===== src/blur3_line_ram.sv =====
// ----------------------------------------------------------------------------
// blur3_line_ram: simple dual-port line buffer memory
// One write port and one read port with registered read data.
// ----------------------------------------------------------------------------
module blur3_line_ram #(
   parameter int DEPTH = 256,
   parameter int WIDTH = 16
) (
   input  logic                     clock,
   input  logic                     rd_en,
   input  logic [$clog2(DEPTH)-1:0] rd_addr,
   output logic [WIDTH-1:0]         rd_data,
   input  logic                     wr_en,
   input  logic [$clog2(DEPTH)-1:0] wr_addr,
   input  logic [WIDTH-1:0]         wr_data
);

   logic [WIDTH-1:0] mem [DEPTH];

   always_ff @(posedge clock) begin
      if (wr_en) begin
         mem[wr_addr] <= wr_data;
      end
   end

   always_ff @(posedge clock) begin
      if (rd_en) begin
         rd_data <= mem[rd_addr];
      end
   end

endmodule


===== config.mk =====
export PLATFORM = sky130hd
export DESIGN_NAME = blur3_line_ram
export DESIGN_NICKNAME = d
export VERILOG_FILES = /design/src/blur3_line_ram.sv
export SDC_FILE = /design/constraint.sdc
export NUM_CORES = 2
export LEC_CHECK = 0
export ABC_CLOCK_PERIOD_IN_PS = 3600
export BUFFER_PORTS_ARGS = -buffer_cell sky130_fd_sc_hd__buf_2
export CAP_MARGIN = 5
export CORE_MARGIN = 2
export CORE_UTILIZATION = 55
export CTS_CLUSTER_DIAMETER = 30
export DETAILED_ROUTE_END_ITERATION = 6
export HOLD_SLACK_MARGIN = 0.12
export PLACE_DENSITY_LB_ADDON = 0.12
export SLEW_MARGIN = 10
export SYNTH_ARGS = -nofsm -noshare
export SYNTH_HDL_FRONTEND = slang
export SYNTH_SLANG_ARGS = --single-unit

===== constraint.sdc =====
create_clock -name clock -period 3.6 [get_ports clock]
set_input_delay 0.72 -clock clock [delete_from_list [all_inputs] [get_ports clock]]
set_output_delay 0.72 -clock clock [all_outputs]
set_load 0.01 [all_outputs]

Yosys cells after proc, flatten, opt, wreduce, memory -nomap -nowiden
Memory sizes are Yosys's and may differ from the RTL's. A register that Yosys moved wholly into a read port is not among the register bits.
Index checks and enable logic that the tools add are counted.
{"block": "op_classes", "n_mux": 2}
{"operator": "$mux 1", "n": 2}
{"block": "word_totals", "register_bits": 0, "ram_bits": 4096, "input_bits": 35, "wordCells": 3, "mem_count": 1}
{"memory": "mem", "depth": 256, "width": 16, "read_ports": 1, "rd_clocked_by_memory_dff": 1, "wr": 1, "line": "18", "rtl": "logic [WIDTH-1:0] mem [DEPTH];"}

Longest topological paths before layout
{"block": "logic_depth", "ltp_word": 2, "mapped_depth": 12}

Least setup slack after synthesis
OpenSTA, ideal clock, no wires.
{"block": "synth_timing", "kind": "input-to-reg", "start": "in rd_addr[0]", "end": "reg rd_data[4] (read register of mem), data pin", "setup_time_ns": 0.265, "arrival_time_ns": 2.704, "t_required_ns": 3.335, "path_slack_ns": 0.631, "path_stages": 8, "path_cell_list": "buf_6 > buf_6 > buf_2 > mux4_2 > mux4_2 > a22o_1 > o32ai_2 > nor4_2"}
{"item": "start, declared", "line": "11", "rtl": "input logic [$clog2(DEPTH)-1:0] rd_addr,"}
{"item": "end, declared", "line": "12", "rtl": "output logic [WIDTH-1:0] rd_data,"}

==> flow_metrics.env <==
export IMPL_synth_edf_count=4112
export IMPL_pwr_share_clk_pct=53.5
export IMPL_synthTopCellsByArea="edfxtp_1, mux4_2, mux2i_1, o221ai_1, nor2_1"
export IMPL_dp_hpwl_um=263000
export IMPL_synth_most_common_cell="edfxtp_1"
export IMPL_slowest_delay_ps=880
export IMPL_setup_tns_final_ps=-48.6
export IMPL_synth_cell_types=51
export IMPL_crit_start="rd_addr[0]"
export IMPL_clock_skew_ps=63.2
export IMPL_finalWorstSetupSlack_ps=-36.4
export IMPL_cp_end_kind="flop"
export IMPL_max_freq_mhz=275
export IMPL_critical_path_required_ps=4350
export IMPL_fin_area_um2=194000
export IMPL_place_ws_ps=-1050
export IMPL_drv_cap=0
export IMPL_grt_overflow=0
export IMPL_crit_slowest_cell="o32ai_1"
export IMPL_htreeDepth=6
export IMPL_synth_common_cells="edfxtp_1, mux4_2, mux2i_1"
export IMPL_p_leak_nw=64.3
export IMPL_period_needed_ps=3640
export IMPL_grt_pass1_wl_um=615000
export IMPL_dieHeight_um=541
export IMPL_io_buffers=50
export IMPL_path_clk_slew_ps=50
export IMPL_final_core_util_pct=67.4
export IMPL_drive_gt1_share_pct=33.1
export IMPL_p_per_area_nw_per_um2=646
export IMPL_cts_sinks=4112
export IMPL_combPwrFrac_pct=4.3
export IMPL_start_kind="primary input"
export IMPL_worstHoldStart="wr_data[12]"
export IMPL_crit_fanout=14
export IMPL_cts_tree="yes"
export IMPL_fin_crit_sh_pct=101
export IMPL_synth_seq_cells=4112
export IMPL_wl_um=434000
export IMPL_drc_errors=0
export IMPL_drt_iter0_drc=11241
export IMPL_syn_instance_count=7360
export IMPL_yosysSeqAreaShare_pct=77.7
export IMPL_clk_path_buf_depth=4
export IMPL_die_width_um=541
export IMPL_dr_total_vias=83426
export IMPL_critPathKind="primary input to flop"
export IMPL_io_pins=51
export IMPL_slew_headroom_pct=18.9
export IMPL_ys_flop_type="edfxtp_1"
export IMPL_outcome="finished with violations"
export IMPL_critical_path_arrival_ps=4380
export IMPL_synth_area_um2=159000
export IMPL_cts_root_buffer="clkbuf_16"
export IMPL_numCtsBuffers=702
export IMPL_hp_class="primary input to flop"
export IMPL_synth_top_area_share_pct=77.7
export IMPL_wl_per_cell_um=33.6
export IMPL_switchingPower_w=0.0273
export IMPL_yosys_warnings=0
export IMPL_avgViaCountPerCell=6.47
export IMPL_drv_slew=0
export IMPL_worstPathCellList="buf_12, buf_12, buf_12, buf_4, mux4_2, mux2_2, a22oi_1, buf_4, nand2_1, o32ai_1, buf_4, nor4_1"
export IMPL_violations="negative setup slack"
export IMPL_worstMarginPinSlew_ps=1220
export IMPL_p_total_w=0.125
export IMPL_synthArstFlopShare_pct=0
export IMPL_r2r_start="mem[11][2]"
export IMPL_drtPass1Iterations=6
export IMPL_clkLatencyLatePin_ps=1040
export IMPL_nNetsFinal=8547
export IMPL_gp_congestion=0.892
export IMPL_seq_power_share_pct=42.2
export IMPL_core_area_um2=288000
export IMPL_grt_use_total_pct=29.5
export IMPL_critPathBufInv=6
export IMPL_syn2layout_area_growth_pct=22.1
export IMPL_syn_nets=7395
export IMPL_rsz0062_at_grt="no"
export IMPL_start_util_pct=55.2
export IMPL_dieArea_um2=293000
export IMPL_place_area_um2=170000
export IMPL_syn_avg_cell_area_um2=21.6
export IMPL_intPower_w=0.0981
export IMPL_grt_pass1_vias=83573
export IMPL_ant_nets=0
export IMPL_synth_area_leader_cell="edfxtp_1"
export IMPL_grt_max_degree=120
export IMPL_setup_viol=2
export IMPL_rows=197
export IMPL_crit_family="compound AO/OA/AOI/OAI gates"
export IMPL_antenna_found_initial=21
export IMPL_peakVddDrop_uv=485
export IMPL_swShare_pct=21.8
export IMPL_hold_viol=0
## final timing paths
check | end | slack, ps | cells after the start
min reg2reg | rd_data[5] | 1210 | 6
max | rd_data[6] | -40 | 12
min | mem[247][12] | 120 | 1
max reg2reg | rd_data[2] | 90 | 8
## layer usage
layer,up-vias,part of all wire (%),GRT usage [%]
li1,33898,-,-
met1,44221,39,42.1
met2,4542,47,45.5
met3,749,10,6.74
met4,16,3.6,10.2
met5,-,0.023,0
## area by class of cell
cell class	instances	area [um2]
inverter	4	27.5
multi-input combinational	2792	33000
tap	3781	4730
timing repair buffer	900	8410
fill	18103	93600
clock buffer	776	17900
antenna	11	27.5
sequential	4112	123000
clock inverter	520	6390
## worst register-to-register path: stages (launching register included)
cell and delay, ps:
edfxtp_1 370, mux4_2 490, mux2_2 280, a22oi_1 580, buf_4 230, nand2_1 110
o32ai_1 870, buf_4 240, nor4_1 50
## power groups by stage
stage                     clock (W)  combinational [W]  sequential, W
after CTS                    0.0676            0.00539         0.0530
after floorplan                   0            0.00260         0.0539
final                        0.0670            0.00540         0.0530
after global placement            0            0.00528         0.0539
after detailed placement          0            0.00536         0.0539
after global routing         0.0699            0.00560         0.0529
## per-stage QoR
| stage | cells | hold slack, ps |
|---|---|---|
| finish | 12896 | 123 |
| global route | 12887 | 139 |
| CTS | 12885 | 136 |
| detailed placement | 11584 | 1130 |
| global placement | 11584 | 1120 |
| floorplan | 7360 | 819 |
## cell families (layout without fill, tap and decap cells)
logic type | Yosys count | after routing | synth area share (%)
AOI/OAI and AO/OA | 786 | 786 | 3.53
buffers and inverters | 456 | 2200 | 1.69
DFF | 4112 | 4112 | 77.7
muxes | 1450 | 1450 | 15.5
other | 0 | 11 | 0
and+or+nand+nor | 556 | 556 | 1.57
## what timing repair did
| action | 4_1_cts | 5_1_grt |
|---|---|---|
| setup endpoints to repair | 0 | 0 |
| hold buffers | 5 | 0 |
| gates resized for setup | 0 | 0 |
| endpoints found under the hold margin | 83 | 0 |
| buffers inserted | 0 | 0 |
## cell usage in the layout (no fill, tap or decap), types with 71 or more instances in the layout
cell type / netlist / layout
edfxtp_1: 4112 / 4112
mux4_2: 797 / 797
buf_4: 26 / 721
clkbuf_16: 0 / 705
mux2i_1: 565 / 565
o221ai_1: 252 / 252
nor2_1: 304 / 210
a21oi_1: 175 / 175
o22ai_1: 148 / 148
buf_12: 5 / 126
clkinv_1: 0 / 113
bufinv_16: 0 / 96
nor2_2: 0 / 94
nor3_1: 92 / 90
clkinv_2: 0 / 90
mux2_2: 88 / 88
clkinvlp_4: 0 / 72
clkbuf_1: 230 / 71
## flip-flops by register name, indices dropped and copies added (netlist names)
signal / count
rd_data: 16
mem: 4096
Power figures use the tool's default switching activity.
