File: config.mk
export PLATFORM = sky130hd
export DESIGN_NAME = blur3_hpass
export DESIGN_NICKNAME = d
export VERILOG_FILES = /design/src/blur3_pkg.sv /design/src/blur3_hpass.sv
export SDC_FILE = /design/constraint.sdc
export NUM_CORES = 1
export LEC_CHECK = 0
export BUFFER_PORTS_ARGS = -buffer_cell sky130_fd_sc_hd__buf_2
export CELL_PAD_IN_SITES_DETAIL_PLACEMENT = 0
export CELL_PAD_IN_SITES_GLOBAL_PLACEMENT = 2
export CORE_MARGIN = 5
export CORE_UTILIZATION = 36
export DETAILED_ROUTE_END_ITERATION = 10
export PLACE_DENSITY = 0.78
export SYNTH_ARGS = -nofsm -noshare
export SYNTH_HDL_FRONTEND = slang
export SYNTH_SLANG_ARGS = --single-unit
File: constraint.sdc
create_clock -name clock -period 4.7 [get_ports clock]
set_clock_uncertainty 0.05 [all_clocks]
set_input_delay 0.235 -clock clock [delete_from_list [all_inputs] [get_ports clock]]
set_output_delay 0.235 -clock clock [all_outputs]
set_load 0.02 [all_outputs]
File: src/blur3_pkg.sv
// ----------------------------------------------------------------------------
// blur3_pkg: shared types, constants and helpers of the 3x3 binomial blur
// Widths of the pixel, row and column fields, register codes, the line
// buffer entry layout and the [1,2,1] quarter-sum helper.
// ----------------------------------------------------------------------------
package blur3_pkg;

   localparam int PIX_W        = 8;
   localparam int COL_W        = 9;
   localparam int ROW_W        = 10;
   localparam int WIDTH_CFG_W  = 10;
   localparam int HEIGHT_CFG_W = 11;
   localparam int MAX_WIDTH    = 512;
   localparam int MAX_HEIGHT   = 1024;
   localparam int SUM_W        = PIX_W + 2;

   localparam int CSR_INDEX_W  = 1;
   localparam int CSR_DATA_W   = HEIGHT_CFG_W;

   localparam int RSP_FIELD_W  = PIX_W + ROW_W + COL_W;
   localparam int RSP_DATA_W   = ((RSP_FIELD_W + 7) / 8) * 8;
   localparam int RSP_PAD_W    = RSP_DATA_W - RSP_FIELD_W;

   localparam int MAX_RESULTS  = 4;
   localparam int RES_CNT_W    = 3;

   localparam int BANK_DEPTH   = MAX_WIDTH / 2;
   localparam int BANK_ADDR_W  = $clog2(BANK_DEPTH);

   localparam logic [COL_W-1:0] WIDTH_LAST_RESET  = COL_W'(319);
   localparam logic [ROW_W-1:0] HEIGHT_LAST_RESET = ROW_W'(199);

   typedef enum logic [CSR_INDEX_W-1:0] {
      CSR_FRAME_WIDTH  = 1'b0,
      CSR_FRAME_HEIGHT = 1'b1
   } csr_index_type;

   // One line buffer column: the horizontal results of rows r-2 and r-1.
   typedef struct packed {
      logic [PIX_W-1:0] upper;
      logic [PIX_W-1:0] mid;
   } line_entry_type;

   localparam int ENTRY_W = $bits(line_entry_type);

   typedef struct packed {
      logic                   en;
      logic [BANK_ADDR_W-1:0] addr;
      line_entry_type         data;
   } line_wr_type;

   // Horizontal stage word handed from the front end to the vertical pass.
   typedef struct packed {
      logic [PIX_W-1:0] h1;
      logic [PIX_W-1:0] h2;
      logic [COL_W-1:0] col;
      logic [ROW_W-1:0] row;
      logic             has_h1;
      logic             last_col;
      logic             last_row;
   } hstage_type;

   typedef struct packed {
      logic [PIX_W-1:0] pixel;
      logic [ROW_W-1:0] row;
      logic [COL_W-1:0] col;
   } result_type;

   // (a + 2b + c) >> 2, exact; (3e + n) >> 2 is the same with a = b = e.
   function automatic logic [PIX_W-1:0] blend121(input logic [PIX_W-1:0] a,
                                                 input logic [PIX_W-1:0] b,
                                                 input logic [PIX_W-1:0] c);
      logic [SUM_W-1:0] sum;
      sum = SUM_W'(a) + {1'b0, b, 1'b0} + SUM_W'(c);
      return sum[SUM_W-1:2];
   endfunction

endpackage

File: src/blur3_hpass.sv
// ----------------------------------------------------------------------------
// blur3_hpass: input register, position counters and horizontal pass
// Accepts pixels, keeps the two previous raw pixels of the row, forms the
// horizontal [1,2,1] values and issues the line buffer reads.
// ----------------------------------------------------------------------------
module blur3_hpass import blur3_pkg::*; (
   input  logic                   clock,
   input  logic                   reset,
   input  logic [COL_W-1:0]       width_last,
   input  logic [ROW_W-1:0]       height_last,
   input  logic                   req_tvalid,
   output logic                   req_tready,
   input  logic [PIX_W-1:0]       req_tdata,
   output logic                   hs_valid,
   input  logic                   hs_ready,
   output hstage_type             hs_data,
   output logic                   rd_en,
   output logic [BANK_ADDR_W-1:0] rd_addr_even,
   output logic [BANK_ADDR_W-1:0] rd_addr_odd
);

   logic [COL_W-1:0] col_count_ff, col_count_in;
   logic [ROW_W-1:0] row_count_ff, row_count_in;
   logic [PIX_W-1:0] back_one_ff, back_one_in;
   logic [PIX_W-1:0] back_two_ff, back_two_in;
   logic             hs_valid_ff, hs_valid_in;
   hstage_type       hs_ff, hs_in;

   logic             accept;
   logic [COL_W-1:0] col;
   logic [ROW_W-1:0] row;
   logic             last_col;
   logic             last_row;
   logic [COL_W-2:0] col_half;

   // A counter left beyond a smaller frame size counts as the last position.
   assign col      = (col_count_ff > width_last) ? width_last : col_count_ff;
   assign row      = (row_count_ff > height_last) ? height_last : row_count_ff;
   assign last_col = (col == width_last);
   assign last_row = (row == height_last);

   assign req_tready = !hs_valid_ff || hs_ready;
   assign accept     = req_tvalid && req_tready;

   // Columns col-1 and col sit in opposite banks.
   assign col_half     = col[COL_W-1:1];
   assign rd_en        = accept;
   assign rd_addr_even = col_half;
   assign rd_addr_odd  = col[0] ? col_half : col_half - BANK_ADDR_W'(1);

   always_comb begin
      col_count_in = col_count_ff;
      row_count_in = row_count_ff;
      back_one_in  = back_one_ff;
      back_two_in  = back_two_ff;
      hs_valid_in  = hs_valid_ff && !hs_ready;
      hs_in        = hs_ff;
      if (accept) begin
         hs_valid_in     = 1'b1;
         hs_in.h1        = (col == COL_W'(1)) ? blend121(back_one_ff, back_one_ff, req_tdata)
                                              : blend121(back_two_ff, back_one_ff, req_tdata);
         hs_in.h2        = blend121(back_one_ff, req_tdata, req_tdata);
         hs_in.col       = col;
         hs_in.row       = row;
         hs_in.has_h1    = (col != '0);
         hs_in.last_col  = last_col;
         hs_in.last_row  = last_row;
         back_two_in     = back_one_ff;
         back_one_in     = req_tdata;
         if (last_col) begin
            col_count_in = '0;
            row_count_in = last_row ? '0 : row + ROW_W'(1);
         end else begin
            col_count_in = col + COL_W'(1);
            row_count_in = row;
         end
      end
   end

   always_ff @(posedge clock) begin
      if (reset) begin
         col_count_ff <= '0;
         row_count_ff <= '0;
         back_one_ff  <= '0;
         back_two_ff  <= '0;
         hs_valid_ff  <= 1'b0;
      end else begin
         col_count_ff <= col_count_in;
         row_count_ff <= row_count_in;
         back_one_ff  <= back_one_in;
         back_two_ff  <= back_two_in;
         hs_valid_ff  <= hs_valid_in;
      end
   end

   always_ff @(posedge clock) begin
      hs_ff <= hs_in;
   end

   assign hs_valid = hs_valid_ff;
   assign hs_data  = hs_ff;

   a_hs_hold: assert property (@(posedge clock) disable iff (reset)
      hs_valid_ff && !hs_ready |=> hs_valid_ff && $stable(hs_ff))
      else $error("horizontal stage word changed while the vertical pass stalled");

   a_frame_wrap: assert property (@(posedge clock) disable iff (reset)
      accept && last_col && last_row |=> col_count_ff == '0 && row_count_ff == '0)
      else $error("position counters did not wrap after the final pixel of a frame");

endmodule

[Yosys cells after proc, flatten, opt, wreduce, memory -nomap -nowiden]
Index checks and enable logic that the tools add are counted.
Word-level totals
  bits in registers: 74
  input bits: 31
  output and inout bits: 57
Cells by class
  add/subtract/negate cells: 9
  magnitude comparators: 2
  equality and inequality tests: 3
  muxes and demuxes: 8
  reductions and logical operators: 6
Operator list (count)
  adder 10 x 8 -> 10 bit: 3
  adder 8 x 9 -> 10 bit: 3
  2-to-1 mux 10 bit: 3
  2-to-1 mux 9 bit: 2
  2-to-1 mux 8 bit: 2
  adder 10 x 1 -> 10 bit, second input constant: 1
  == test 10 bit: 1
  > comparator 10 bit: 1
  adder 9 x 1 -> 9 bit, second input constant: 1
  == test 9 x 1 -> 1 bit, second input constant: 1
  == test 9 bit: 1
  > comparator 9 bit: 1
  nonzero test 9 bit: 1
  subtractor 8 x 1 -> 8 bit, second input constant: 1
  logical AND 1 bit: 2
  logical NOT 1 bit: 2
  logical OR 1 bit: 1
  2-to-1 mux 1 bit: 1

[Longest topological paths before layout]
Gate-level depths: netlist of run 1.
  depth after elaboration: 5
  mapped depth: 18
  gate-level depth less buffers: 15

[Worst setup path before layout of run 1]
OpenSTA, ideal clock, no wires.
  kind: input to output
  from: in width_last[3]
  to: out rd_addr_odd[4]
  arrival: 3.521 ns
  setup slack: 0.894 ns
  stages on the path: 14
  cell sequence: clkbuf_1 > inv_1 > ha_1 > nand2_1 > a211oi_2 > a2111oi_4 > nor2_4 > buf_2 > buf_2 > mux2i_1 > ha_1 > or4b_4 > a21bo_1 > xnor2_1
On the way
  word-level cells in the longest chain between the ends: 4
Ends and longest elaborated chain
  start, declared: line blur3_hpass.sv:9  | input logic [COL_W-1:0] width_last,
  > comparator 9 bit: line blur3_hpass.sv:37  | assign col = (col_count_ff > width_last) ? width_last : col_count_ff;
  2-to-1 mux 9 bit (*): line blur3_hpass.sv:37
  subtractor 8 x 1 -> 8 bit: line blur3_hpass.sv:49  | assign rd_addr_odd = col[0] ? col_half : col_half - BANK_ADDR_W'(1);
  2-to-1 mux 8 bit (*): line blur3_hpass.sv:49
  end, declared: line blur3_hpass.sv:19  | output logic [BANK_ADDR_W-1:0] rd_addr_odd
Mark *: on every way between the ends. The rest lies on a longest branch, timed or not.

[Worst setup path after layout of run 1]
  from: reg col_count_ff[5]
  to: out rd_addr_odd[6]
On the way
  word-level cells in the longest chain between the ends: 4
Ends and longest elaborated chain
  start, declared: line blur3_hpass.sv:22  | logic [COL_W-1:0] col_count_ff, col_count_in;
  start signal, assigned: line blur3_hpass.sv:88  | col_count_ff <= col_count_in;
  > comparator 9 bit: line blur3_hpass.sv:37
  2-to-1 mux 9 bit (*): line blur3_hpass.sv:37
  subtractor 8 x 1 -> 8 bit: line blur3_hpass.sv:49
  2-to-1 mux 8 bit (*): line blur3_hpass.sv:49
Marks and branches as above.

==> metrics.md, run 1 <==
| Metric | Value |
|---|---|
| Max-Cap Viols | `0` |
| Hold Fails Final Rpt | `0` |
| Drt wl/cell | `15.7 um` |
| Leak | `2.90 nW` |
| Post-CTS Setup Bufs | `0` |
| Most common cell after layout, fill and taps aside | `buf_2` |
| Unique masters post-synth | `between 60 and 70` |
| Critical path class | `register to output pin` |
| Buf/Inv on CP | `1` |
| Starting Density | `between 30% and 40%` |
| Sequential share of the synthesized area | `about a third` |
| Gpl congestion | `0.830` |
| Die area | `0.0182 mm2` |
| Die Height | `135 um` |
| Clock sinks | `74` |
| CP endpoint | `rd_addr_odd[6]` |
| Root buffer cell | `clkbuf_16` |
| Worst Path Max Fanout | `28` |
| Chip Width | `about 140 um` |
| Mapped Nets | `701` |
| Final setup fails | `0` |
| Cts repair resizes | `0` |
| Number of global-route vias before repair | `around 4.7k` |
| Share of the synthesized area in the top cell type | `20.3%` |
| Hold depth | `3` |
| Num CTS Buffers | `9` |
| Pwr Density | `293 mW/mm2` |
| CTS tree | `done` |
| CTS H-tree depth | `3` |
| Initial antenna violation count | `0` |
| FF-to-FF Start | `col_count_ff[5]$_SDFFE_PP0P_` |
| WP depth | `11` |
| Reg2reg end | `col_count_ff[8]$_SDFFE_PP0P_` |
| Final Non-Filler Cells | `~900` |
| Slew margin rel. | `54.9%` |
| Placed cells | `874` |
| Num rows | `45` |
| CORE AREA | `0.0153 mm2` |
| Period utilization | `roughly 92%` |
| R2r worst-path depth | `14` |
| CP Launch Point | `col_count_ff[5]$_SDFFE_PP0P_` |
| DP Wirelength | `10.7 mm` |
| Worst min path class | `input port to register` |
| Worst IR Drop VDD | `between 0.00015 and 0.0002 V` |
| F_max | `0.231 GHz` |
| Critical Path AT | `4.04 ns` |
| Area Overhead vs Synth | `15.4%` |
| CP Capture Type | `output pin` |
| Antenna diodes | `0` |
| Layout Utilization | `42.6%` |
| Largest net degree at the start of global routing | `34` |
| Hold buffers post-CTS | `0` |
| CP max-delay cell | `nor2_4` |
| Pre-CTS setup slack | `just over 0.7 ns` |
| Fin crit period | `4.33 ns` |
| Cells after synthesis | `600` |
| Final-stage net count | `775` |
| Seq cells post-synth | `74` |
| DR iter-0 viols | `approximately 210` |
| Post-route setup TNS | `0 ns` |
| # DRC | `0` |
| Yosys warning total | `0` |
| Routed vias/inst | `5.07` |
| Unrepaired setup endpoints after global routing | `false` |
| Clk_lat worst skew | `0.34 ns` |
| Antenna viol nets, final | `0` |
| Worst slew pin tran | `0.674 ns` |
| Area contributors post-synth | `edfxtp_1, dfxtp_1, ha_1, fa_1, nand2_1` |
| Tot GR Track Use | `15.8%` |
| Startpoint Class | `register` |
| CP top delay family | `simple AND/OR/NAND/NOR gates` |
| Worst-path clk slew | `~0.060 ns` |
| Post-route worst setup slack | `approximately 0.37 ns` |
| Vias | `between 4k and 5k` |
| Area leader, netlist | `edfxtp_1` |
| Reg-to-reg setup timing slack | `0.85 ns` |
| Longest Clk Path Bufs | `2` |
| GR Overflow Total | `0` |
| Io pins | `88` |
| Initial DRT Pass Iterations | `4` |
| Synth async-reset ratio | `0%` |
| First-pass GRT wire length | `23.1 mm` |
| Port Buffer Count | `87` |
| Cell mode on critical path | `ha_1` |
| Worst Hold Margin | `0.0834 ns` |
| HP Start | `req_tvalid` |
| Commonest register cell after synthesis | `edfxtp_1` |
| Max stage delay on crit path | `0.57 ns` |
| Commonest non-fill, non-tap cells in the layout | `buf_2, nand2_1, ha_1` |
| Critical Path RT | `around 4.4 ns` |
| Fraction of layout cells with a size suffix above 1 | `between 20% and 30%` |
| Syn Area/Cell | `9.39 um2` |
| Post-synth EDFFs | `38` |
| Netlist Area Pre-Place | `0.00563 mm2` |
| Outcome | `complete, no violations` |
| Post-Route WL | `roughly 14 mm` |
| Crit path cell chain | `ha_1 -> nand4_2 -> a211oi_2 -> a2111oi_4 -> nor2_4 -> mux2i_1 -> ha_1 -> or4b_4 -> a22oi_2 -> xor2_1 -> buf_2` |
| Final slew viol count | `0` |
-- worst min path at each step --
| stage | endpoint | slack (ns) |
|---|---|---|
| 2_1_floorplan | hs_valid$_SDFF_PP0_ | 0.31 |
| 3_3_place_gp | back_two_ff[2]$_SDFFE_PP0P_ | 0.41 |
| 3_5_place_dp | back_two_ff[2]$_SDFFE_PP0P_ | 0.41 |
| 4_1_cts | hs_valid$_SDFF_PP0_ | 0.07 |
| 5_1_grt | hs_valid$_SDFF_PP0_ | 0.08 |
| 6_report | hs_valid$_SDFF_PP0_ | 0.08 |
-- synthesized netlist by cell type, types with 20 or more instances --
library cell / count
a21oi_1: 38
dfxtp_1: 36
edfxtp_1: 38
fa_1: 24
ha_1: 46
inv_1: 40
nand2_1: 67
nand3_1: 22
nor2_1: 32
o21ai_0: 30
xnor2_1: 20
xor2_1: 28
-- registers in the layout, indices dropped and copies added (netlist names) --
name	count
hs_data	38
back_two_ff	8
col_count_ff	9
row_count_ff	10
back_one_ff	8
hs_valid	1
-- logic make-up after synthesis --
kind of cell	Yosys count	share of synthesized area, %
compound gates	122	14.0
xor+xnor	48	7.47
fa+ha+maj	70	18.8
buf+inv	72	5.42
flops	74	33.1
mux	29	5.44
simple gates	185	15.8
-- worst min-delay path: stages --
cell     delay, ns
buf_2         0.10
inv_1         0.04
a21oi_1       0.05
-- metal layers --
| metal | GRT usage, % | share of wire (%) | vias up | wire [um] |
|---|---|---|---|---|
| met5 | 0 | 0 | - | 0 |
| met4 | 3.92 | 1.4 | 0 | 191 |
| met3 | 4.06 | 3.9 | 17 | 551 |
| met2 | 28.5 | 52 | 79 | 7310 |
| met1 | 18.8 | 42 | 2144 | 5930 |
| li1 | - | - | 2274 | - |
-- per-stage QoR --
stage               cell area, um2  power, mW
floorplan                     5630       1.13
global placement              6230       1.28
detailed placement            6230       1.28
CTS                           6500       1.95
global route                  6500       2.02
finish                        6500       1.90
-- layout make-up --
cell class	instances	area (um2)
fill	1556	8760
multi-input combinational	454	3460
sequential	74	1860
timing repair buffer	93	480
tap	211	264
clock buffer	10	229
inverter	42	158
clock inverter	6	42.5
-- power breakdown --
part           internal [mW]  leakage (nW)  switching (mW)  total, mW
clock network          0.358         0.129           0.286      0.645
logic                  0.195          2.09           0.294      0.489
registers              0.741         0.671          0.0291      0.770
total                   1.29          2.90           0.610       1.90
No activity file was read; power rests on OpenSTA's default activity.
==> run 2, diff against run 1 <==
==> constraint.sdc (replaced) <==
create_clock -name clock -period 4.4 [get_ports clock]
set_clock_uncertainty 0.05 [all_clocks]
set_input_delay 0.22 -clock clock [delete_from_list [all_inputs] [get_ports clock]]
set_output_delay 0.22 -clock clock [all_outputs]
set_load 0.02 [all_outputs]
==> run 2 against run 1 <==
Design area increased by 0.85%. First-iteration DRC count increased by 7.5%. Setup slack got worse by 0.043 ns. Largest power group unchanged.
==> metrics.md, run 2 (synthesis gave the netlist of run 1 again) <==
| Metric | Value |
|---|---|
| First-pass GRT wire length | `23.4 mm (+1.3%)` |
| Starting Density | `36.9% (unchanged)` |
| Total power | `2.15 mW (+13%)` |
| Die Height | `135 um (unchanged)` |
| Die area | `0.0182 mm2 (unchanged)` |
| GR Overflow Total | `0 (unchanged)` |
| Initial DRT Pass Iterations | `4 (unchanged)` |
| Critical Path AT | `3.80 ns (-0.24 ns)` |
| Post-Route WL | `14.1 mm (+0.96%)` |
| Final setup fails | `0 (unchanged)` |
| Gpl congestion | `0.817 (-1.5%)` |
| Period utilization | `between 90 and 100%` |
| Startpoint Class | `register` |
| Tot GR Track Use | `15.9% (+0.12 points)` |
| Max-Cap Viols | `0 (unchanged)` |
| Critical Path RT | `4.13 ns (-0.28 ns)` |
| Clk_lat worst skew | `0.34 ns (about the same)` |
| DP Wirelength | `10.7 mm (about the same)` |
| Commonest non-fill, non-tap cells in the layout | `buf_2, nand2_1, ha_1` |
| Antenna viol nets, final | `0 (unchanged)` |
| Routed vias/inst | `5.15 (+1.6%)` |
| # DRC | `0 (unchanged)` |
| CORE AREA | `0.0153 mm2 (unchanged)` |
| Crit path cell chain | `ha_1 -> a21oi_2 -> a211oi_2 -> a2111oi_4 -> nor2_4 -> mux2i_1 -> ha_1 -> or4b_4 -> a21bo_1 -> xnor2_1 -> buf_2` |
| Post-route worst setup slack | `0.329 ns (-0.0430 ns)` |
| Worst Path Max Fanout | `8 (-71%)` |
| F_max | `0.246 GHz` |
| Vias | `4586 (+1.6%)` |
| Reg-to-reg setup timing slack | `0.76 ns (-0.09 ns)` |
| Critical path class | `register to output pin` |
| Post-route setup TNS | `0 ns (unchanged)` |
| Fin crit period | `4.07 ns` |
| Worst IR Drop VDD | `0.000184 V (+9.4%)` |
| CP Capture Type | `output pin` |
| Fraction of layout cells with a size suffix above 1 | `20.2% (+0.15 points)` |
| Fillcell total | `1542 (-0.90%)` |
| Initial antenna violation count | `0 (unchanged)` |
| Max reg flops | `38 (unchanged)` |
| Root buffer cell | `clkbuf_16` |
| Worst min path class | `input port to register` |
| Drt wl/cell | `15.9 um (+0.96%)` |
| Worst slew pin tran | `0.711 ns (+0.0378 ns)` |
| Slew margin rel. | `52.4% (-2.5 points)` |
| Placed cells | `874 (unchanged)` |
| CP max-delay cell | `a2111oi_4` |
| Number of global-route vias before repair | `4659 (-0.19%)` |
| Outcome | `complete, no violations` |
| Port Buffer Count | `87 (unchanged)` |
| Cts repair resizes | `0 (unchanged)` |
| Final-stage net count | `775 (unchanged)` |
| Leak | `2.93 nW (+1.1%)` |
| Chip Width | `135 um (unchanged)` |
| Most common cell after layout, fill and taps aside | `buf_2` |
| Worst-path clk slew | `0.07 ns (about the same)` |
| Unrepaired setup endpoints after global routing | `false` |
| Longest Clk Path Bufs | `2 (unchanged)` |
| Post-CTS Setup Bufs | `0 (unchanged)` |
| Pwr Density | `328 mW/mm2 (+12%)` |
| Io pins | `88 (unchanged)` |
| CTS H-tree depth | `3 (unchanged)` |
| Pre-CTS setup slack | `0.730 ns (+0.00617 ns)` |
| Largest net degree at the start of global routing | `34 (unchanged)` |
| Final slew viol count | `0 (unchanged)` |
| Antenna diodes | `0 (unchanged)` |
| Clock sinks | `74 (unchanged)` |
| CTS tree | `done` |
| Hold Fails Final Rpt | `0 (unchanged)` |
| Num rows | `45 (unchanged)` |
| Layout Utilization | `43.0% (+0.36 points)` |
| Max stage delay on crit path | `0.58 ns (about the same)` |
| Num CTS Buffers | `9 (unchanged)` |
| Final Non-Filler Cells | `890 (unchanged)` |
| Cell mode on critical path | `ha_1` |
| Area Overhead vs Synth | `16.4%` |
| DR iter-0 viols | `229 (+7.5%)` |
| Hold buffers post-CTS | `0 (unchanged)` |
## run 2: final timing paths
| path | startpoint | to | cells past startpoint |
|---|---|---|---|
| worst max register to register | col_count_ff[2]$_SDFFE_PP0P_ | col_count_ff[8]$_SDFFE_PP0P_ | 14 |
| worst min register to register | back_two_ff[5]$_SDFFE_PP0P_ | back_two_ff[5]$_SDFFE_PP0P_ | 2 |
| worst max-delay path | col_count_ff[2]$_SDFFE_PP0P_ | rd_addr_odd[4] | 11 |
| worst min-delay path | req_tvalid | hs_valid$_SDFF_PP0_ | 3 |
## run 2: worst max-delay path, delay by kind of cell, from the launching register on
kind                     cells  cell delay, ns
AO/OA/AOI/OAI                4            1.04
AND/OR/NAND/NOR              2            0.63
adder cells (fa/ha/maj)      2            0.59
flip-flops                   1            0.50
multiplexers                 1            0.38
buffers and inverters        1            0.18
XOR/XNOR                     1            0.13
## run 2: through the flow
stage	cell area [um2]	hold WS (ns)
6_report	6560	0.0682
5_1_grt	6560	0.0762
2_1_floorplan	5630	0.299
4_1_cts	6560	0.0541
3_3_place_gp	6230	0.412
3_5_place_dp	6230	0.415
## run 2: routing by layer
layer	wire [um]	part of all wire (%)	up-vias	global-route usage, %
met3	467	3.3	12	2.68
li1	-	-	2279	-
met5	0	0	-	0
met2	7400	52	67	28.1
met1	6050	43	2228	19.6
met4	205	1.5	0	5.88
## run 2: area by class of cell
class	count	area (um2)	share of cell area [%]
clock buffers	12	289	4.41
clock inverters	4	37.5	0.573
inverters	42	158	2.41
multi-input cells	454	3460	52.9
flip-flops and latches	74	1860	28.4
well taps	211	264	4.03
repair buffers	93	480	7.33
## run 2: report_power, final
part           internal (mW)  switching [mW]  total [mW]
combinational          0.207           0.315       0.522
sequential             0.791          0.0307       0.822
clock                  0.475           0.330       0.805
total                   1.47           0.676        2.15
