### config.mk
export PLATFORM = sky130hd
export DESIGN_NAME = blur3_vpass
export DESIGN_NICKNAME = d
export VERILOG_FILES = /design/src/blur3_pkg.sv /design/src/blur3_vpass.sv
export SDC_FILE = /design/constraint.sdc
export NUM_CORES = 1
export LEC_CHECK = 0
export BUFFER_PORTS_ARGS = -buffer_cell sky130_fd_sc_hd__buf_2
export CAP_MARGIN = 20
export CORE_UTILIZATION = 37
export CTS_BUF_LIST = sky130_fd_sc_hd__clkbuf_4 sky130_fd_sc_hd__clkbuf_8
export DETAILED_ROUTE_END_ITERATION = 8
export SYNTH_ARGS = -nofsm -noshare
export SYNTH_HDL_FRONTEND = slang
export SYNTH_SLANG_ARGS = --single-unit
### constraint.sdc
create_clock -name clock -period 8.35 [get_ports clock]
set_input_delay 0.4175 -clock clock [delete_from_list [all_inputs] [get_ports clock]]
set_output_delay 0.4175 -clock clock [all_outputs]
set_load 0.02 [all_outputs]
### src/blur3_pkg.sv
// ----------------------------------------------------------------------------
// blur3_pkg: shared types, constants and helpers of the 3x3 binomial blur
// Widths of the pixel, row and column fields, register codes, the line
// buffer entry layout and the [1,2,1] quarter-sum helper.
// ----------------------------------------------------------------------------
package blur3_pkg;

   localparam int PIX_W        = 8;
   localparam int COL_W        = 9;
   localparam int ROW_W        = 10;
   localparam int WIDTH_CFG_W  = 10;
   localparam int HEIGHT_CFG_W = 11;
   localparam int MAX_WIDTH    = 512;
   localparam int MAX_HEIGHT   = 1024;
   localparam int SUM_W        = PIX_W + 2;

   localparam int CSR_INDEX_W  = 1;
   localparam int CSR_DATA_W   = HEIGHT_CFG_W;

   localparam int RSP_FIELD_W  = PIX_W + ROW_W + COL_W;
   localparam int RSP_DATA_W   = ((RSP_FIELD_W + 7) / 8) * 8;
   localparam int RSP_PAD_W    = RSP_DATA_W - RSP_FIELD_W;

   localparam int MAX_RESULTS  = 4;
   localparam int RES_CNT_W    = 3;

   localparam int BANK_DEPTH   = MAX_WIDTH / 2;
   localparam int BANK_ADDR_W  = $clog2(BANK_DEPTH);

   localparam logic [COL_W-1:0] WIDTH_LAST_RESET  = COL_W'(319);
   localparam logic [ROW_W-1:0] HEIGHT_LAST_RESET = ROW_W'(199);

   typedef enum logic [CSR_INDEX_W-1:0] {
      CSR_FRAME_WIDTH  = 1'b0,
      CSR_FRAME_HEIGHT = 1'b1
   } csr_index_type;

   // One line buffer column: the horizontal results of rows r-2 and r-1.
   typedef struct packed {
      logic [PIX_W-1:0] upper;
      logic [PIX_W-1:0] mid;
   } line_entry_type;

   localparam int ENTRY_W = $bits(line_entry_type);

   typedef struct packed {
      logic                   en;
      logic [BANK_ADDR_W-1:0] addr;
      line_entry_type         data;
   } line_wr_type;

   // Horizontal stage word handed from the front end to the vertical pass.
   typedef struct packed {
      logic [PIX_W-1:0] h1;
      logic [PIX_W-1:0] h2;
      logic [COL_W-1:0] col;
      logic [ROW_W-1:0] row;
      logic             has_h1;
      logic             last_col;
      logic             last_row;
   } hstage_type;

   typedef struct packed {
      logic [PIX_W-1:0] pixel;
      logic [ROW_W-1:0] row;
      logic [COL_W-1:0] col;
   } result_type;

   // (a + 2b + c) >> 2, exact; (3e + n) >> 2 is the same with a = b = e.
   function automatic logic [PIX_W-1:0] blend121(input logic [PIX_W-1:0] a,
                                                 input logic [PIX_W-1:0] b,
                                                 input logic [PIX_W-1:0] c);
      logic [SUM_W-1:0] sum;
      sum = SUM_W'(a) + {1'b0, b, 1'b0} + SUM_W'(c);
      return sum[SUM_W-1:2];
   endfunction

endpackage

### src/blur3_vpass.sv
// ----------------------------------------------------------------------------
// blur3_vpass: vertical pass, line buffer update and result queue
// Combines the horizontal values with the two stored rows, writes the line
// buffers back and sends up to four results one word per rsp_tready cycle.
// ----------------------------------------------------------------------------
module blur3_vpass import blur3_pkg::*; (
   input  logic                  clock,
   input  logic                  reset,
   input  logic                  hs_valid,
   output logic                  hs_ready,
   input  hstage_type            hs_data,
   input  line_entry_type        rd_data_even,
   input  line_entry_type        rd_data_odd,
   output line_wr_type           wr_even,
   output line_wr_type           wr_odd,
   output logic                  rsp_tvalid,
   input  logic                  rsp_tready,
   output logic [RSP_DATA_W-1:0] rsp_tdata,
   output logic                  rsp_tlast,
   output logic                  rsp_tuser
);

   result_type           res_ff [MAX_RESULTS];
   result_type           res_in [MAX_RESULTS];
   logic [RES_CNT_W-1:0] res_cnt_ff, res_cnt_in;
   logic                 res_frame_ff, res_frame_in;

   result_type           slot [MAX_RESULTS];
   logic [RES_CNT_W-1:0] res_num;
   line_entry_type       e1, e2;
   logic                 odd;
   logic                 row_zero, row_one;
   logic                 has1, has2;
   logic [ROW_W-1:0]     row_above;
   logic [COL_W-1:0]     col_left;
   logic [BANK_ADDR_W-1:0] half;
   logic                 res_free, hs_adv, out_accept;
   result_type           a1, b1, a2, b2;

   assign odd       = hs_data.col[0];
   assign half      = hs_data.col[COL_W-1:1];
   assign e1        = odd ? rd_data_even : rd_data_odd;
   assign e2        = odd ? rd_data_odd : rd_data_even;
   assign row_zero  = (hs_data.row == '0);
   assign row_one   = (hs_data.row == ROW_W'(1));
   assign row_above = hs_data.row - ROW_W'(1);
   assign col_left  = hs_data.col - COL_W'(1);
   assign has1      = hs_data.has_h1 && !row_zero;
   assign has2      = hs_data.last_col && !row_zero;

   // The top row uses its own edge rule; the bottom row adds a second result.
   always_comb begin
      a1.pixel = row_one ? blend121(e1.mid, e1.mid, hs_data.h1)
                         : blend121(e1.upper, e1.mid, hs_data.h1);
      a1.row   = row_above;
      a1.col   = col_left;
      b1.pixel = blend121(e1.mid, hs_data.h1, hs_data.h1);
      b1.row   = hs_data.row;
      b1.col   = col_left;
      a2.pixel = row_one ? blend121(e2.mid, e2.mid, hs_data.h2)
                         : blend121(e2.upper, e2.mid, hs_data.h2);
      a2.row   = row_above;
      a2.col   = hs_data.col;
      b2.pixel = blend121(e2.mid, hs_data.h2, hs_data.h2);
      b2.row   = hs_data.row;
      b2.col   = hs_data.col;
      if (hs_data.last_row) begin
         slot[0] = a1;
         slot[1] = b1;
         slot[2] = a2;
         slot[3] = b2;
         res_num = (has1 ? RES_CNT_W'(2) : '0) + (has2 ? RES_CNT_W'(2) : '0);
      end else begin
         slot[0] = a1;
         slot[1] = a2;
         slot[2] = b1;
         slot[3] = b2;
         res_num = RES_CNT_W'(has1) + RES_CNT_W'(has2);
      end
   end

   assign out_accept = rsp_tvalid && rsp_tready;
   assign res_free   = (res_cnt_ff == '0) || (res_cnt_ff == RES_CNT_W'(1) && rsp_tready);
   assign hs_ready   = res_free;
   assign hs_adv     = hs_valid && res_free;

   // Line buffers shift down one row at every column a horizontal value
   // reaches, the top row included.
   always_comb begin
      wr_even.en        = hs_adv && (odd ? hs_data.has_h1 : hs_data.last_col);
      wr_even.addr      = half;
      wr_even.data.upper = odd ? e1.mid : e2.mid;
      wr_even.data.mid   = odd ? hs_data.h1 : hs_data.h2;
      wr_odd.en         = hs_adv && (odd ? hs_data.last_col : hs_data.has_h1);
      wr_odd.addr       = odd ? half : half - BANK_ADDR_W'(1);
      wr_odd.data.upper = odd ? e2.mid : e1.mid;
      wr_odd.data.mid   = odd ? hs_data.h2 : hs_data.h1;
   end

   always_comb begin
      res_in       = res_ff;
      res_cnt_in   = res_cnt_ff;
      res_frame_in = res_frame_ff;
      if (out_accept) begin
         for (int i = 0; i < MAX_RESULTS - 1; i++) begin
            res_in[i] = res_ff[i + 1];
         end
         res_cnt_in = res_cnt_ff - RES_CNT_W'(1);
      end
      if (hs_adv) begin
         res_in       = slot;
         res_cnt_in   = res_num;
         res_frame_in = hs_data.last_col && hs_data.last_row;
      end
   end

   always_ff @(posedge clock) begin
      if (reset) begin
         res_cnt_ff <= '0;
      end else begin
         res_cnt_ff <= res_cnt_in;
      end
   end

   always_ff @(posedge clock) begin
      res_ff       <= res_in;
      res_frame_ff <= res_frame_in;
   end

   assign rsp_tvalid = (res_cnt_ff != '0);
   assign rsp_tdata  = {RSP_PAD_W'(0), res_ff[0].col, res_ff[0].row, res_ff[0].pixel};
   assign rsp_tlast  = (res_cnt_ff == RES_CNT_W'(1));
   assign rsp_tuser  = res_frame_ff;

   a_cnt_range: assert property (@(posedge clock) disable iff (reset)
      res_cnt_ff <= RES_CNT_W'(MAX_RESULTS))
      else $error("result queue count beyond its depth");

   a_mid_rows: assert property (@(posedge clock) disable iff (reset)
      hs_adv && !hs_data.last_row |-> res_num <= RES_CNT_W'(2))
      else $error("more than two results for a pixel above the bottom row");

   a_final_pixel: assert property (@(posedge clock) disable iff (reset)
      hs_adv && hs_data.last_col && hs_data.last_row && !row_zero
      |-> res_num == RES_CNT_W'(MAX_RESULTS))
      else $error("final pixel of a frame did not yield four results");

endmodule

* Yosys cells after proc, flatten, opt, wreduce, memory -nomap -nowiden
Index checks and enable logic that the tools add are counted.
** Storage, ports and cells
- Flip-flop bits (word level) :: 112
- Input port bits :: 74
- Logic and storage cells :: 67
** Cells by class
- $add $sub $neg :: 18
- Equal/unequal tests :: 2
- Multiplexer cells :: 19
- Reduce and logical (&&, ||, !) cells :: 14
** Operator list (number)
- $mux 81 :: 2
- $mux 108 :: 1
- $add 10x8->10 :: 6
- $add 8x9->10 :: 6
- $mux 8 :: 7
- $mux 16 :: 2
- $eq 10x1->1 const B :: 1
- $logic_not 10->1 :: 1
- $sub 10x1->10 const B :: 1
- $mux 3 :: 3
- $sub 9x1->9 const B :: 1
- $logic_and 1x1->1 :: 8
- $sub 8x1->8 const B :: 1
- $mux 2 :: 2
- $add 2x2->3 :: 1
- $eq 3x1->1 const B :: 1
- $logic_not 3->1 :: 1
- $reduce_bool 3->1 :: 1
- $sub 3x1->3 const B :: 1
- $add 1x1->2 :: 1
- $mux 1 :: 2
- $reduce_bool 2->1 :: 1
- $logic_not 1->1 :: 1
- $logic_or 1x1->1 :: 1

* Logic depth before layout (Yosys ltp)
Gate-level depths: netlist of run 1.
- Word-level depth :: 7
- Mapped depth :: 13
- Mapped depth without buffers :: 11

* Least setup slack after synthesis of run 1
No wires, ideal clock.
- Kind :: input -> register
- Start point :: input hs_data[13] (netlist bit)
- End point :: register res_ff[78] (netlist bit), data pin
- Library setup time :: 0.269 ns
- Arrival :: 3.396 ns
- Required time :: 8.081 ns
- Slack :: 4.685 ns
- Stages on the path :: 11
- Cells stage by stage :: buf_4 clkbuf_1 mux2_2 fa_1 fa_1 a211oi_1 o21bai_1 a21oi_1 mux2i_1 o31ai_1 o211ai_1
** RTL lines
- start, declared :: RTL line blur3_vpass.sv:11 : input hstage_type hs_data,
- end signal, assigned :: RTL line blur3_vpass.sv:126 : res_ff <= res_in;
- end, declared :: RTL line blur3_vpass.sv:23 : result_type res_ff [MAX_RESULTS];

==> flow_metrics.env, run 1 <==
export IMPL_cts_htree_levels=3
export IMPL_ys_ff_latch=112
export IMPL_total_power_mw=2.81
export IMPL_finalWorstSetupSlack_ns=4.60
export IMPL_post_route_period_util_pct=44.9
export IMPL_post_route_drc_count=0
export IMPL_hold_buffers=0
export IMPL_critPathMaxStageDelay_ns=0.56
export IMPL_final_nets=1186
export IMPL_floorplan_die_width_um=161
export IMPL_antenna_found_initial=0
export IMPL_period_minus_slack_ns=3.75
export IMPL_p_seq_share_pct=39.1
export IMPL_synth_edff_count=109
export IMPL_numCtsBuffers=9
export IMPL_numPortBuffers=154
export IMPL_cts_buffer_depth=2
export IMPL_fin_cells=1342
export IMPL_wire_per_inst_um=16.8
export IMPL_clock_latency_ns=0.39
export IMPL_mostFrequentLayoutCell="buf_2"
export IMPL_intPower_mw=1.66
export IMPL_ir_drop_mv=0.250
export IMPL_ys_seq_area_share_pct=35.5
export IMPL_critPathLaunchType="primary input"
export IMPL_pre_cts_ws_ns=4.17
export IMPL_core_um2=24600
export IMPL_drv_slew=0
export IMPL_synthCells=942
export IMPL_drv_cap=0
export IMPL_critical_path_required_ns=8.48
export IMPL_dr_pass1_iters=5
export IMPL_hold_ws_ns=0.243
export IMPL_cts_resized_gates=0
export IMPL_yosysWarnings=0
export IMPL_vias=6940
export IMPL_grt_overflow=0
export IMPL_cts_sinks=112
export IMPL_utilization_pct=41.9
export IMPL_hold_viol=0
export IMPL_clkPwrFrac_pct=12.1
export IMPL_cts_root_buf="clkbuf_8"
export IMPL_place_inst=1324
export IMPL_cp_common_cell="fa_1"
export IMPL_placement_cell_area_um2=10100
export IMPL_fp_dieArea_um2=26000
export IMPL_cp_slowest_cell="buf_4"
export IMPL_layout_common_cells="154 x buf_2, 118 x nand2_1, 109 x edfxtp_1"
export IMPL_p_switching_mw=1.15
export IMPL_synthArstFlopShare_pct=0
export IMPL_crit_arrival_ns=3.88
export IMPL_gp_congestion=0.843
export IMPL_ant_nets=0
export IMPL_clkTransAtPathRegs_ns=0.10
export IMPL_viasPerCell=5.17
export IMPL_grt_pass1_vias=6441
export IMPL_pin_count=160
export IMPL_status="finished, final reports clean"
export IMPL_critical_path_class="in -> reg"
export IMPL_fmax_ghz=0.267
export IMPL_drive_above_1_share_pct=22.8
export IMPL_grt_usage_pct=17.6
export IMPL_worst_pin_slew_ns=0.953
export IMPL_p_leak_nw=4.15
export IMPL_syn_area_um2=9390
export IMPL_min_path_type="in -> reg"
export IMPL_path_delay_family="compound AO/OA/AOI/OAI gates"
export IMPL_n_fill_cell=2445
export IMPL_grt_pass1_wl_um=35500
export IMPL_hpwl_um=16600
export IMPL_powerDensity_nw_per_um2=272
export IMPL_avgSynthCellArea_um2=9.97
export IMPL_initialDrtViolationCount=375
export IMPL_slew_headroom_pct=36.4
export IMPL_ys_flop_type="edfxtp_1"
export IMPL_fin_tns_setup_ns=0
export IMPL_start_util_pct=38.2
export IMPL_stdcell_area_um2=10300
export IMPL_grt_setup_unrepaired="no"
export IMPL_critical_path_buf_inv_count=3
export IMPL_area_growth_pct=9.75
export IMPL_routed_wl_um=22600
export IMPL_antenna_cells=0
export IMPL_path_max_fanout=58
export IMPL_die_height_um=161
export IMPL_postCtsSetupBuffers=0
export IMPL_cts_tree="yes"
export IMPL_setup_viol_count_final=0
export IMPL_p_comb_share_pct=48.8
export IMPL_finClkSkew_ns=0.0186
export IMPL_ys_types=63
export IMPL_path_cells="buf_2 > buf_4 > mux2i_1 > inv_2 > fa_1 > and3_1 > fa_1 > a211oi_1 > o21bai_1 > a21oi_1 > nor4_1 > o31ai_1 > o211ai_1"
export IMPL_grt_max_degree=93
export IMPL_switching_share_pct=40.9
export IMPL_rows=57
export IMPL_crit_path_end_kind="register"
## power by group through the flow
stage / sequential, mW / clock (mW) / combinational (mW)
finish: 1.10 / 0.340 / 1.37
global route: 1.13 / 0.370 / 1.53
CTS: 1.11 / 0.350 / 1.37
detailed placement: 1.12 / 0 / 1.36
global placement: 1.12 / 0 / 1.35
floorplan: 1.10 / 0 / 1.08
## worst paths after layout
kind	start	end	slack, ns	depth (start not counted)
worst max-delay path	hs_data[13]	res_ff[78]	4.60	13
worst min register to register	res_cnt_ff[1]	res_cnt_ff[1]	0.45	2
worst min-delay path	reset	res_cnt_ff[1]	0.24	2
worst max register to register	res_cnt_ff[0]	res_ff[79]	5.56	9
## cells by family (layout without fill, tap and decap cells)
logic type               count (synthesis)  count (layout)  share of synthesized area [%]
AO/OA/AOI/OAI                          199             199                           13.6
XOR/XNOR                                74              74                           6.90
adder cells (fa/ha/maj)                 99              99                           17.0
buffers and inverters                  130             202                           6.98
flip-flops                             112             112                           35.5
multiplexers                            59              59                           6.85
other                                    1               5                         0.0399
AND/OR/NAND/NOR                        268             268                           13.1
## cell usage after synthesis (3+ instances only)
cell type / n / share of area, %
o211ai_1: 3 / 0.24
xor2_1: 31 / 2.9
o21ai_0: 66 / 3.5
nand2b_1: 6 / 0.40
or3_1: 10 / 0.67
a221oi_1: 5 / 0.47
and2_1: 6 / 0.40
nand2_1: 118 / 4.7
fa_1: 48 / 10
o31a_1: 3 / 0.28
and3_1: 6 / 0.40
a2111oi_0: 4 / 0.37
and4_1: 3 / 0.28
inv_1: 23 / 0.92
o221ai_1: 4 / 0.37
nand3b_1: 5 / 0.40
nor3_1: 12 / 0.64
buf_4: 41 / 3.3
a31oi_1: 8 / 0.53
mux2_2: 42 / 5.0
o21ai_1: 17 / 0.91
nor2b_1: 6 / 0.40
buf_2: 11 / 0.59
nor2_1: 58 / 2.3
mux2i_1: 17 / 1.8
o21a_1: 4 / 0.32
a211oi_1: 7 / 0.56
nand3_1: 19 / 1.0
a21oi_1: 39 / 2.1
edfxtp_1: 109 / 35
or2_2: 3 / 0.20
dfxtp_1: 3 / 0.64
ha_1: 51 / 6.8
a21o_1: 11 / 0.88
xnor2_1: 43 / 4.0
clkbuf_1: 51 / 2.0
o31ai_1: 5 / 0.40
nand4_1: 6 / 0.40
o21bai_1: 3 / 0.24
nor4_1: 4 / 0.27
## cell type report
type | instances | area [um^2] | share of cell area [%]
Sequential cell | 112 | 3330 | 32.3
Inverter | 25 | 95.1 | 0.923
Clock buffer | 10 | 131 | 1.27
Tap cell | 324 | 405 | 3.93
Timing Repair Buffer | 161 | 851 | 8.26
Multi-Input combinational cell | 704 | 5420 | 52.6
Clock inverter | 6 | 71.3 | 0.692
## sequential cells by signal (all words and copies together) (netlist names)
register    cells
res_ff         81
rsp_tdata      27
res_cnt_ff      3
rsp_tuser       1
## routing by layer
layer / vias up / share of wire [%] / track usage [%] / routed length, um
met5: - / 0 / 0 / 0
met4: 0 / 1.7 / 5.87 / 393
met3: 20 / 4.0 / 1.52 / 902
met2: 194 / 45 / 28.2 / 10200
met1: 3278 / 49 / 24.9 / 11100
li1: 3448 / - / - / -
## worst register-to-register path: stages (launching register included)
cell,delay [ns]
dfxtp_1,0.34
inv_1,0.10
ha_1,0.18
a21oi_1,0.05
or3b_4,0.57
inv_2,0.11
buf_4,0.62
nand2_1,0.32
inv_1,0.15
a221oi_1,0.09
(Power assumes the default switching activity.)
==> inputs of run 2 (changes only) <==
ABC_AREA = 1   (was unset)
clock period = 3.8 ns   (was 8.35 ns; I/O delays follow)
==> flow_metrics.env, run 2 <==
export IMPL_timing_rr_start="res_cnt_ff[0]"
export IMPL_rows=58
export IMPL_critPathLaunchType="primary input"
export IMPL_multi_input_area_um2=5170
export IMPL_initialDrtViolationCount=602
export IMPL_numPortBuffers=154
export IMPL_cts_buffer_depth=2
export IMPL_cts_root_buf="clkbuf_8"
export IMPL_vias=7849
export IMPL_cts_resized_gates=0
export IMPL_clock_latency_ns=0.39
export IMPL_cts_sinks=112
export IMPL_p_leak_nw=4.87
export IMPL_worst_pin_slew_ns=1.05
export IMPL_grt_pass1_vias=7535
export IMPL_antenna_found_initial=0
export IMPL_post_route_drc_count=0
export IMPL_pin_count=160
export IMPL_period_minus_slack_ns=3.07
export IMPL_fp_dieArea_um2=26400
export IMPL_path_cells="buf_2 > o21ai_0 > fa_1 > and3_1 > fa_1 > nand3_1 > nand2_1 > xor2_1 > nand2_1 > nand2_1 > a21oi_1 > nor2_1"
export IMPL_ys_flop_type="edfxtp_1"
export IMPL_synthCells=1156
export IMPL_r2r_setup_slack_ns=1.56
export IMPL_post_route_period_util_pct=80.8
export IMPL_fmax_ghz=0.326
export IMPL_routed_wl_um=24500
export IMPL_start_util_pct=37.8
export IMPL_core_um2=25200
export IMPL_layout_common_cells="295 x nand2_1, 154 x buf_2, 109 x edfxtp_1"
export IMPL_area_growth_pct=9.83
export IMPL_synth_top_area_share_pct=34.4
export IMPL_grt_max_degree=75
export IMPL_clkTransAtPathRegs_ns=0.11
export IMPL_postCtsSetupBuffers=0
export IMPL_syn_area_um2=9520
export IMPL_holdPathEnd="res_ff[7]"
export IMPL_yosys_top_cells_count="295 x nand2_1, 109 x edfxtp_1, 105 x inv_1, 92 x a21oi_1, 84 x nor2_1"
export IMPL_yosysWarnings=0
export IMPL_timing_rr_end="rsp_tdata[11]"
export IMPL_synth_top_area_cell="edfxtp_1"
export IMPL_synth_area_leaders="edfxtp_1 34%, nand2_1 12%, fa_1 10%, ha_1 6.7%, a21oi_1 4.8%"
export IMPL_powerDensity_nw_per_um2=599
export IMPL_drive_above_1_share_pct=18.1
export IMPL_yosysMostFrequentCell="nand2_1"
export IMPL_gp_congestion=0.901
export IMPL_critPathMaxStageDelay_ns=0.88
export IMPL_hold_viol=0
export IMPL_synthArstFlopShare_pct=0
export IMPL_numCtsBuffers=9
export IMPL_avgSynthCellArea_um2=8.23
export IMPL_grt_setup_unrepaired="no"
export IMPL_min_path_type="in -> reg"
export IMPL_seqCellArea_um2=3330
export IMPL_critical_path_buf_inv_count=1
export IMPL_ant_nets=0
export IMPL_die_height_um=162
export IMPL_finClkSkew_ns=0.0137
export IMPL_hold_ws_ns=0.0597
export IMPL_hp_start="hs_data[20]"
export IMPL_ys_types=54
export IMPL_cts_tree="yes"
export IMPL_largest_reg_flops=81
export IMPL_hpwl_um=18500
export IMPL_antenna_cells=0
export IMPL_stdcell_area_um2=10500
export IMPL_synth_edff_count=109
export IMPL_drv_cap=0
export IMPL_final_nets=1414
export IMPL_path_delay_family="compound AO/OA/AOI/OAI gates"
export IMPL_reg2reg_depth=7
export IMPL_crit_arrival_ns=3.21
export IMPL_cp_common_cell="nand2_1"
export IMPL_cts_htree_levels=3
export IMPL_hold_depth=1
export IMPL_viasPerCell=4.98
export IMPL_place_inst=1560
export IMPL_critical_path_class="in -> reg"
export IMPL_ys_ff_latch=112
export IMPL_grt_pass1_wl_um=39300
export IMPL_ys_seq_area_share_pct=35.0
export IMPL_setup_viol_count_final=0
export IMPL_mostFrequentLayoutCell="nand2_1"
export IMPL_wire_per_inst_um=15.6
export IMPL_floorplan_die_width_um=162
export IMPL_placement_cell_area_um2=10300
export IMPL_ir_drop_mv=0.426
export IMPL_crit_path_end_kind="register"
export IMPL_slew_headroom_pct=29.2
export IMPL_status="finished, final reports clean"
export IMPL_grt_overflow=0
export IMPL_hold_buffers=0
export IMPL_fin_cells=1576
export IMPL_critical_path_required_ns=3.94
export IMPL_grt_usage_pct=19.1
export IMPL_top_register="res_ff"
export IMPL_dr_pass1_iters=5
export IMPL_cp_slowest_cell="o21ai_0"
export IMPL_path_max_fanout=19
export IMPL_fin_tns_setup_ns=0
export IMPL_drv_slew=0
export IMPL_n_fill_cell=2571
==> run 2: power by group <==
part	leakage [nW]	switching, mW	internal, mW
logic	3.70	2.08	1.03
clock network	0.0974	0.420	0.306
registers	1.07	0.166	2.26
total	4.87	2.67	3.59
==> run 2: metal layers <==
metal | wire (um) | global-route usage (%) | share of wire (%)
met4 | 398 | 4.72 | 1.6
met2 | 11700 | 31.8 | 48
met5 | 0 | 0 | 0
met3 | 1120 | 2.44 | 4.6
met1 | 11300 | 26.2 | 46
==> run 2: area by class of cell <==
type / instances / area share, %
timing repair buffer: 171 / 8.83
clock inverter: 7 / 0.658
multi-input combinational: 836 / 49.4
sequential: 112 / 31.9
tap: 330 / 3.95
clock buffer: 9 / 1.18
inverter: 111 / 4.06
==> run 2: worst max path at each step <==
| stage | startpoint | to | slack (ns) | cells past startpoint |
|---|---|---|---|---|
| after detailed placement | hs_data[13] | res_ff[51] | 0.34 | 13 |
| after floorplan | res_cnt_ff[0] | res_cnt_ff[2] | 0.22 | 7 |
| after global routing | hs_data[13] | res_ff[76] | 0.54 | 12 |
| final | hs_data[13] | res_ff[76] | 0.73 | 12 |
| after global placement | hs_data[13] | res_ff[49] | 0.34 | 12 |
| after CTS | hs_data[13] | res_ff[76] | 0.76 | 12 |
==> run 2: cell families (layout without fill, tap and decap cells) <==
kind of cell	Yosys count	after routing	share of synthesized area [%]
buf+inv	212	298	11.0
xor+xnor	29	29	2.67
simple gates	489	489	22.1
compound gates	214	214	12.4
other cells	1	5	0.0394
fa+ha+maj	99	99	16.8
flops	112	112	35.0
==> run 2: metrics by stage <==
step / power, mW / setup WS, ns / util, %
3_5_place_dp: 5.59 / 0.335 / 40.7
3_3_place_gp: 5.55 / 0.337 / 40.7
2_1_floorplan: 4.91 / 0.220 / -
4_1_cts: 6.32 / 0.760 / 41.5
5_1_grt: 6.79 / 0.541 / 41.5
6_report: 6.26 / 0.729 / 41.5
